`src/sper_pkg.sv`:
```
// shared types and constants for the shortest-path edge relaxation core
// no dependencies; imported by the controller, datapath, top level and checker

package sper_pkg;

  // distance value that marks a vertex as not reachable
  localparam logic [23:0] UNREACHABLE = 24'd10000000;

  // field widths fixed by the interface
  localparam int VERTEX_BITS = 12;
  localparam int COUNT_BITS  = 13;
  localparam int WEIGHT_PORT = 16;
  localparam int DIST_BITS   = 24;

  // configuration register indexes
  localparam logic REG_VERTEX_COUNT  = 1'b0;
  localparam logic REG_SOURCE_VERTEX = 1'b1;

  // reset value of the vertex count register
  localparam logic [COUNT_BITS-1:0] VERTEX_COUNT_RST = 13'd4096;

  typedef enum logic [1:0] {
    ACT_INIT  = 2'd0,
    ACT_RELAX = 2'd1,
    ACT_READ  = 2'd2,
    ACT_NONE  = 2'd3
  } action_t;

  typedef enum logic [2:0] {
    ST_IDLE,
    ST_INIT,
    ST_RD_FROM,
    ST_RD_TO,
    ST_FIN
  } state_t;

  // commands from the controller to the datapath
  typedef struct packed {
    logic load;       // capture the incoming item
    logic rd_from;    // read the store at the start vertex
    logic rd_to;      // keep the start distance, read the end vertex
    logic init_step;  // write one entry of the init sweep
    logic finish;     // update the store and load the result register
  } ctrl_cmd_t;

  // status from the datapath to the controller
  typedef struct packed {
    action_t action;     // action of the item in flight
    logic    init_done;  // init sweep has covered every vertex in use
    logic    out_free;   // result register can take a new item
  } ctrl_status_t;

endpackage

```
`src/sper_ctrl.sv`:
```
// sequencer for the relaxation core: init sweep, store reads and result load
// depends on sper_pkg

module sper_ctrl
  import sper_pkg::*;
(
  input  logic         clk,
  input  logic         rst,
  input  logic         item_valid,
  input  logic [1:0]   action,
  input  ctrl_status_t status,
  output logic         item_stall,
  output ctrl_cmd_t    cmd
);

  state_t state;
  state_t state_next;

  // state register
  always_ff @(posedge clk) begin
    if (rst) begin
      state <= ST_IDLE;
    end else begin
      state <= state_next;
    end
  end

  // next state and commands
  always_comb begin
    state_next = state;
    cmd        = '0;
    item_stall = (state != ST_IDLE);
    case (state)
      ST_IDLE: begin
        if (item_valid) begin
          cmd.load = 1'b1;
          case (action_t'(action))
            ACT_INIT:  state_next = ST_INIT;
            ACT_RELAX: state_next = ST_RD_FROM;
            ACT_READ:  state_next = ST_RD_FROM;
            default:   state_next = ST_FIN;
          endcase
        end
      end
      ST_INIT: begin
        if (status.init_done) begin
          state_next = ST_FIN;
        end else begin
          cmd.init_step = 1'b1;
        end
      end
      ST_RD_FROM: begin
        cmd.rd_from = 1'b1;
        if (status.action == ACT_RELAX) begin
          state_next = ST_RD_TO;
        end else begin
          state_next = ST_FIN;
        end
      end
      ST_RD_TO: begin
        cmd.rd_to  = 1'b1;
        state_next = ST_FIN;
      end
      ST_FIN: begin
        if (status.out_free) begin
          cmd.finish = 1'b1;
          state_next = ST_IDLE;
        end
      end
      default: begin
        state_next = ST_IDLE;
      end
    endcase
  end

endmodule

```
`config.mk`:
```
export PLATFORM = sky130hd
export DESIGN_NAME = sper_ctrl
export DESIGN_NICKNAME = d
export VERILOG_FILES = /design/src/sper_pkg.sv /design/src/sper_ctrl.sv
export SDC_FILE = /design/constraint.sdc
export NUM_CORES = 1
export LEC_CHECK = 0
export ABC_CLOCK_PERIOD_IN_PS = 1000
export BUFFER_PORTS_ARGS = -buffer_cell sky130_fd_sc_hd__buf_2
export CAP_MARGIN = 20
export CORE_AREA = 5 5 42 44
export CTS_CLUSTER_DIAMETER = 100
export DETAILED_ROUTE_END_ITERATION = 6
export DIE_AREA = 0 0 47 49
export GPL_ROUTABILITY_DRIVEN = 0
export SYNTH_ARGS = -nofsm -noshare
export SYNTH_HDL_FRONTEND = slang
export SYNTH_SLANG_ARGS = --single-unit
```
`constraint.sdc`:
```
create_clock -name clk -period 1 [get_ports clk]
set_input_delay 0.15 -clock clk [delete_from_list [all_inputs] [get_ports clk]]
set_output_delay 0.15 -clock clk [all_outputs]
set_load 0.005 [all_outputs]
```
==> out/metrics.yaml, run 1 <==
final_cell_area_um2: 495
crit_start: "state[0]"
synth_cell_type_count: 20
io_buffer_count: 14
ir_worst_vdd_mv: 0.486
synth_top_area_frac: 0.211
wl_per_cell_um: 10.0
power_switching_w: 0.000149
grtUsageTotal: 0.0690
max_stage_delay_ns: 0.38
synth.top_cells.by_area: "dfxtp_1, nor4b_2, ha_1, buf_6, nor3_1"
worstHoldPathCells: 2
p_clk_frac: 0.386
crit_slowest_cell: "or3_4"
postPlaceCellArea_um2: 407
setup_tns_ns: -1.60
clk_pin_slew_ns: 0.03
multi_input_area_um2: 235
cts-root-buf: "clkbuf_4"
ys_seq_area_frac: 0.211
final_max_slew_viol_count: 0
grt_pass1_wl_mm: 1.13
clock-sinks: 3
drc: 0
yosysTopAreaCell: "dfxtp_1"
required_ns: 0.85
grt_setup_unrepaired: "true"
grt_start_max_net_pins: 12
nFillCells: 164
grt_use_met2: 0.106
r2r_slack_ns: -0.11
status: "finished with violations"
die_w_um: 47
timing.final.crit_share: 1.29
diodes: 0
synthToLayoutAreaGrowth_pct: 73.7
holdBufCountCts: 0
drive_above_1_share: 0.696
power.total_w: 0.000531
cap_violations: 0
syn-instance-count: 32
cts_max_level: 1
vias: 317
drt_iter0_drc: 6
ios: 15
clk_path_buf_depth: 2
min_period_ns: 1.29
setup_slack_ns: -0.292
setup_viol: 8
coreArea_um2: 1400
grt_pass1_vias: 319
regMostFlops: "state"
met1_usage: 0.0725
cp_cell_sequence: "or3_4 -> nor2_2 -> buf_2"
synth_area_per_cell_um2: 8.91
ys_ff_latch: 3
antenna_found_initial: 0
cp.arrival_ns: 1.14
power.leakage_nw: 0.235
fin_skew_ns: 0.00186
power_frac_seq: 0.280
max_freq_ghz: 0.774
dieArea_um2: 2300
crit_family: "simple AND/OR/NAND/NOR gates"
cp_max_fo: 4
synth_warnings: 0
start_kind: "register"
die_h_um: 49
largest_register_ffs: 3
critPathKind: "reg2out"
r2r_start: "state[0]"
numCtsBuffers: 3
hold_viol_final: 0
worstRegToRegCells: 4
synth_area_um2: 285
grt_busiest_layer: "met2"
wirelength_um: 723
cp-end-kind: "output pin"
nets: 68
fin_util: 0.354
failed_checks: "negative setup slack"
clock_latency_ns: 0.23
detail-route-antenna-nets: 0
syn-num-nets: 43
overflow: 0
switching_share: 0.281
via_per_inst: 4.40
reg_top3: "state: 3 flops"
critical_path_buf_inv_count: 1
drtPass1Iterations: 2
p_int_w: 0.000382
initial_core_util: 0.204
final_cell_count_no_fill: 72
min_from: "rst"
use_met3: 0.0332
dp.cells: 66
worst_pin_slew_ns: 0.228
cts_tree: "built"
hp-class: "in2reg"
slew_headroom: 0.847
seqCellArea_um2: 68.8
combPwrFrac: 0.333
powerDensity_nw_per_um2: 1070
path_depth: 3
hpwl_um: 551
rows: 14
## routing by layer
metal	part of all wire	wire length (um)
met3	0.069	50
met5	0	0
met1	0.40	287
met2	0.53	385
met4	0	0
## placed cells by master (no fill, tap or decap), types with 2 or more instances in the layout
cell      instances
a21oi_1           2
buf_2            14
buf_4             7
clkbuf_4          3
dfxtp_4           2
ha_1              2
inv_1             3
nand3b_1          2
nor3_2            2
nor4b_2           2
## final timing paths
check,endpoint
min,state[1]
min reg2reg,state[1]
max reg2reg,state[2]
max,cmd[4]
## cells by family after synthesis
group,count (synthesis),synth area share
adders and majority gates,2,0.0877
and+or+nand+nor,15,0.373
DFF,3,0.211
AOI/OAI and AO/OA,7,0.210
buffers and inverters,5,0.118
## final cells by class
cell class | count | share of cell area
timing repair buffer | 22 | 0.270
inverter | 3 | 0.0227
multi-input combinational | 24 | 0.475
clock buffer | 4 | 0.0530
tap | 16 | 0.0404
sequential | 3 | 0.139
## worst reg2reg max path: stages (launching register included)
cell and delay, ns:
dfxtp_4 0.34, buf_4 0.14, nor4b_2 0.25, a21oi_1 0.08
a221oi_2 0.21
## power groups by stage
stage | combinational (W) | sequential [W] | clock [W]
6_report | 0.000177 | 0.000149 | 0.000205
3_5_place_dp | 0.000148 | 0.000151 | 0
2_1_floorplan | 0.0000931 | 0.000141 | 0
5_1_grt | 0.000199 | 0.000151 | 0.000230
4_1_cts | 0.000170 | 0.000147 | 0.000221
3_3_place_gp | 0.000146 | 0.000150 | 0
## cell usage after synthesis
master	count
o21ai_0	1
and2_1	1
dfxtp_1	3
a21boi_0	1
inv_1	3
nand3b_1	2
nand2_1	1
a221oi_2	1
nor3_1	3
nor2_1	2
buf_6	2
nand2b_1	1
a21oi_1	2
a2111oi_2	1
or2_2	1
or3_1	1
o21a_1	1
ha_1	2
nor4b_2	2
and3b_2	1
## stage by stage
step | hold slack [ns] | setup WS (ns)
CTS | 0.126 | -0.314
floorplan | 0.211 | -0.0651
global route | 0.146 | -0.363
finish | 0.148 | -0.292
detailed placement | 0.361 | -0.131
global placement | 0.361 | -0.0988
## what timing repair did
action	4_1_cts	5_1_grt
setup endpoints to repair	9	9
hold endpoints to repair	0	0
setup buffers	2	0
pin swaps	5	0
gates resized for setup	9	3
Power figures use the tool's default switching activity.
==> run 2: changes to the inputs <==
- PLACE_DENSITY_LB_ADDON: not set -> 0.12
==> run 2 against run 1 <==
The flow still finishes with violations (negative setup slack); sequential share of layout area decreased by 0.32 points; count of clock-buffer cells in the layout unchanged; clock skew increased by 0.0011 ns; critical path type unchanged; critical endpoint unchanged; largest power group unchanged.
==> out/metrics.yaml, run 2 (synthesis gave the netlist of run 1 again) <==
clock_latency_ns: 0.23
overflow: 0
fin_util: 0.375
required_ns: 0.85
critPathKind: "reg2out"
clock-sinks: 3
power.leakage_nw: 0.249
failed_checks: "negative setup slack"
clk_pin_slew_ns: 0.04
power_switching_w: 0.000157
regMostFlops: "state"
hpwl_um: 588
vias: 323
die_w_um: 47
grt_start_max_net_pins: 9
grtUsageTotal: 0.0753
initial_core_util: 0.204
cts_max_level: 1
grt_pass1_vias: 313
cap_violations: 0
status: "finished with violations"
power.total_w: 0.000548
setup_viol: 9
diodes: 0
layout_commonest_cell: "buf_2"
slew_headroom: 0.818
antenna_found_initial: 0
powerDensity_nw_per_um2: 1040
cp.arrival_ns: 1.15
holdBufCountCts: 0
max_freq_ghz: 0.767
cts-root-buf: "clkbuf_4"
synthToLayoutAreaGrowth_pct: 84.2
dieArea_um2: 2300
cts_tree: "built"
detail-route-antenna-nets: 0
ios: 15
drtPass1Iterations: 3
drive_above_1_share: 0.707
numCtsBuffers: 3
start_kind: "register"
rows: 14
reg_top3: "state: 3 flops"
ir_worst_vdd_mv: 0.479
fin_skew_ns: 0.00292
timing.final.crit_share: 1.30
via_per_inst: 4.36
final_cell_area_um2: 526
p_clk_frac: 0.384
grt_setup_unrepaired: "true"
p_int_w: 0.000391
cp_max_fo: 8
switching_share: 0.286
wirelength_um: 778
cp-end-kind: "output pin"
die_h_um: 49
hp-class: "in2reg"
largest_register_ffs: 3
final_max_slew_viol_count: 0
clk_path_buf_depth: 2
nets: 70
dp.cells: 66
final_cell_count_no_fill: 74
wl_per_cell_um: 10.5
combPwrFrac: 0.350
min_period_ns: 1.30
coreArea_um2: 1400
io_buffer_count: 14
mostFrequentLayoutCells: "buf_2, buf_4, buf_6"
drc: 0
setup_slack_ns: -0.304
drt_iter0_drc: 2
power_frac_seq: 0.266
worst_pin_slew_ns: 0.273
grt_pass1_wl_mm: 1.24
hold_viol_final: 0
postPlaceCellArea_um2: 407
run 2: path summary, 6_finish.rpt:
check	startpoint	depth (start not counted)	slack, ns	endpoint
max	state[2]	3	-0.30	cmd[4]
min	rst	2	0.12	state[2]
min reg2reg	state[2]	2	0.58	state[1]
max reg2reg	state[1]	4	-0.11	state[2]
run 2: timing repair:
action / in CTS / in global routing
buffers inserted: 3 / 2
setup endpoints to repair: 9 / 9
pin swaps: 4 / 2
hold endpoints to repair: 0 / 0
resized for setup: 12 / 7
run 2: worst max-delay path, stage by stage, from the launching register on:
cell     delay (ns)
dfxtp_4        0.36
or3_4          0.37
nor2_2         0.08
buf_2          0.11
run 2: layout make-up:
| class | instances | area (um^2) |
|---|---|---|
| clock buffer | 4 | 26.3 |
| sequential | 3 | 71.3 |
| timing repair buffer | 24 | 166 |
| fill | 161 | 876 |
| multi-input combinational | 24 | 230 |
| inverter | 3 | 11.3 |
| tap | 16 | 20.0 |
run 2: routing by layer:
metal  up-vias  track usage  wire [um]  share of wire
met4         0       0.0553          0              0
met3         0       0.0221         83           0.11
met5         -            0          0              0
met1       146       0.0877        288           0.37
li1        167            -          -              -
met2        10        0.111        406           0.52
run 2: power by group through the flow:
stage / clock (W) / sequential, W / combinational [W]
finish: 0.000210 / 0.000146 / 0.000192
global route: 0.000235 / 0.000149 / 0.000212
CTS: 0.000227 / 0.000145 / 0.000175
detailed placement: 0 / 0.000152 / 0.000148
global placement: 0 / 0.000152 / 0.000147
floorplan: 0 / 0.000141 / 0.0000931
run 2: metrics by stage:
stage	worst slack, ns	setup TNS [ns]	hold WS (ns)
2_1_floorplan	-0.0651	-0.0856	0.211
3_3_place_gp	-0.126	-0.593	0.365
3_5_place_dp	-0.130	-0.618	0.364
4_1_cts	-0.318	-1.65	0.110
5_1_grt	-0.369	-2.22	0.120
6_report	-0.304	-1.60	0.115
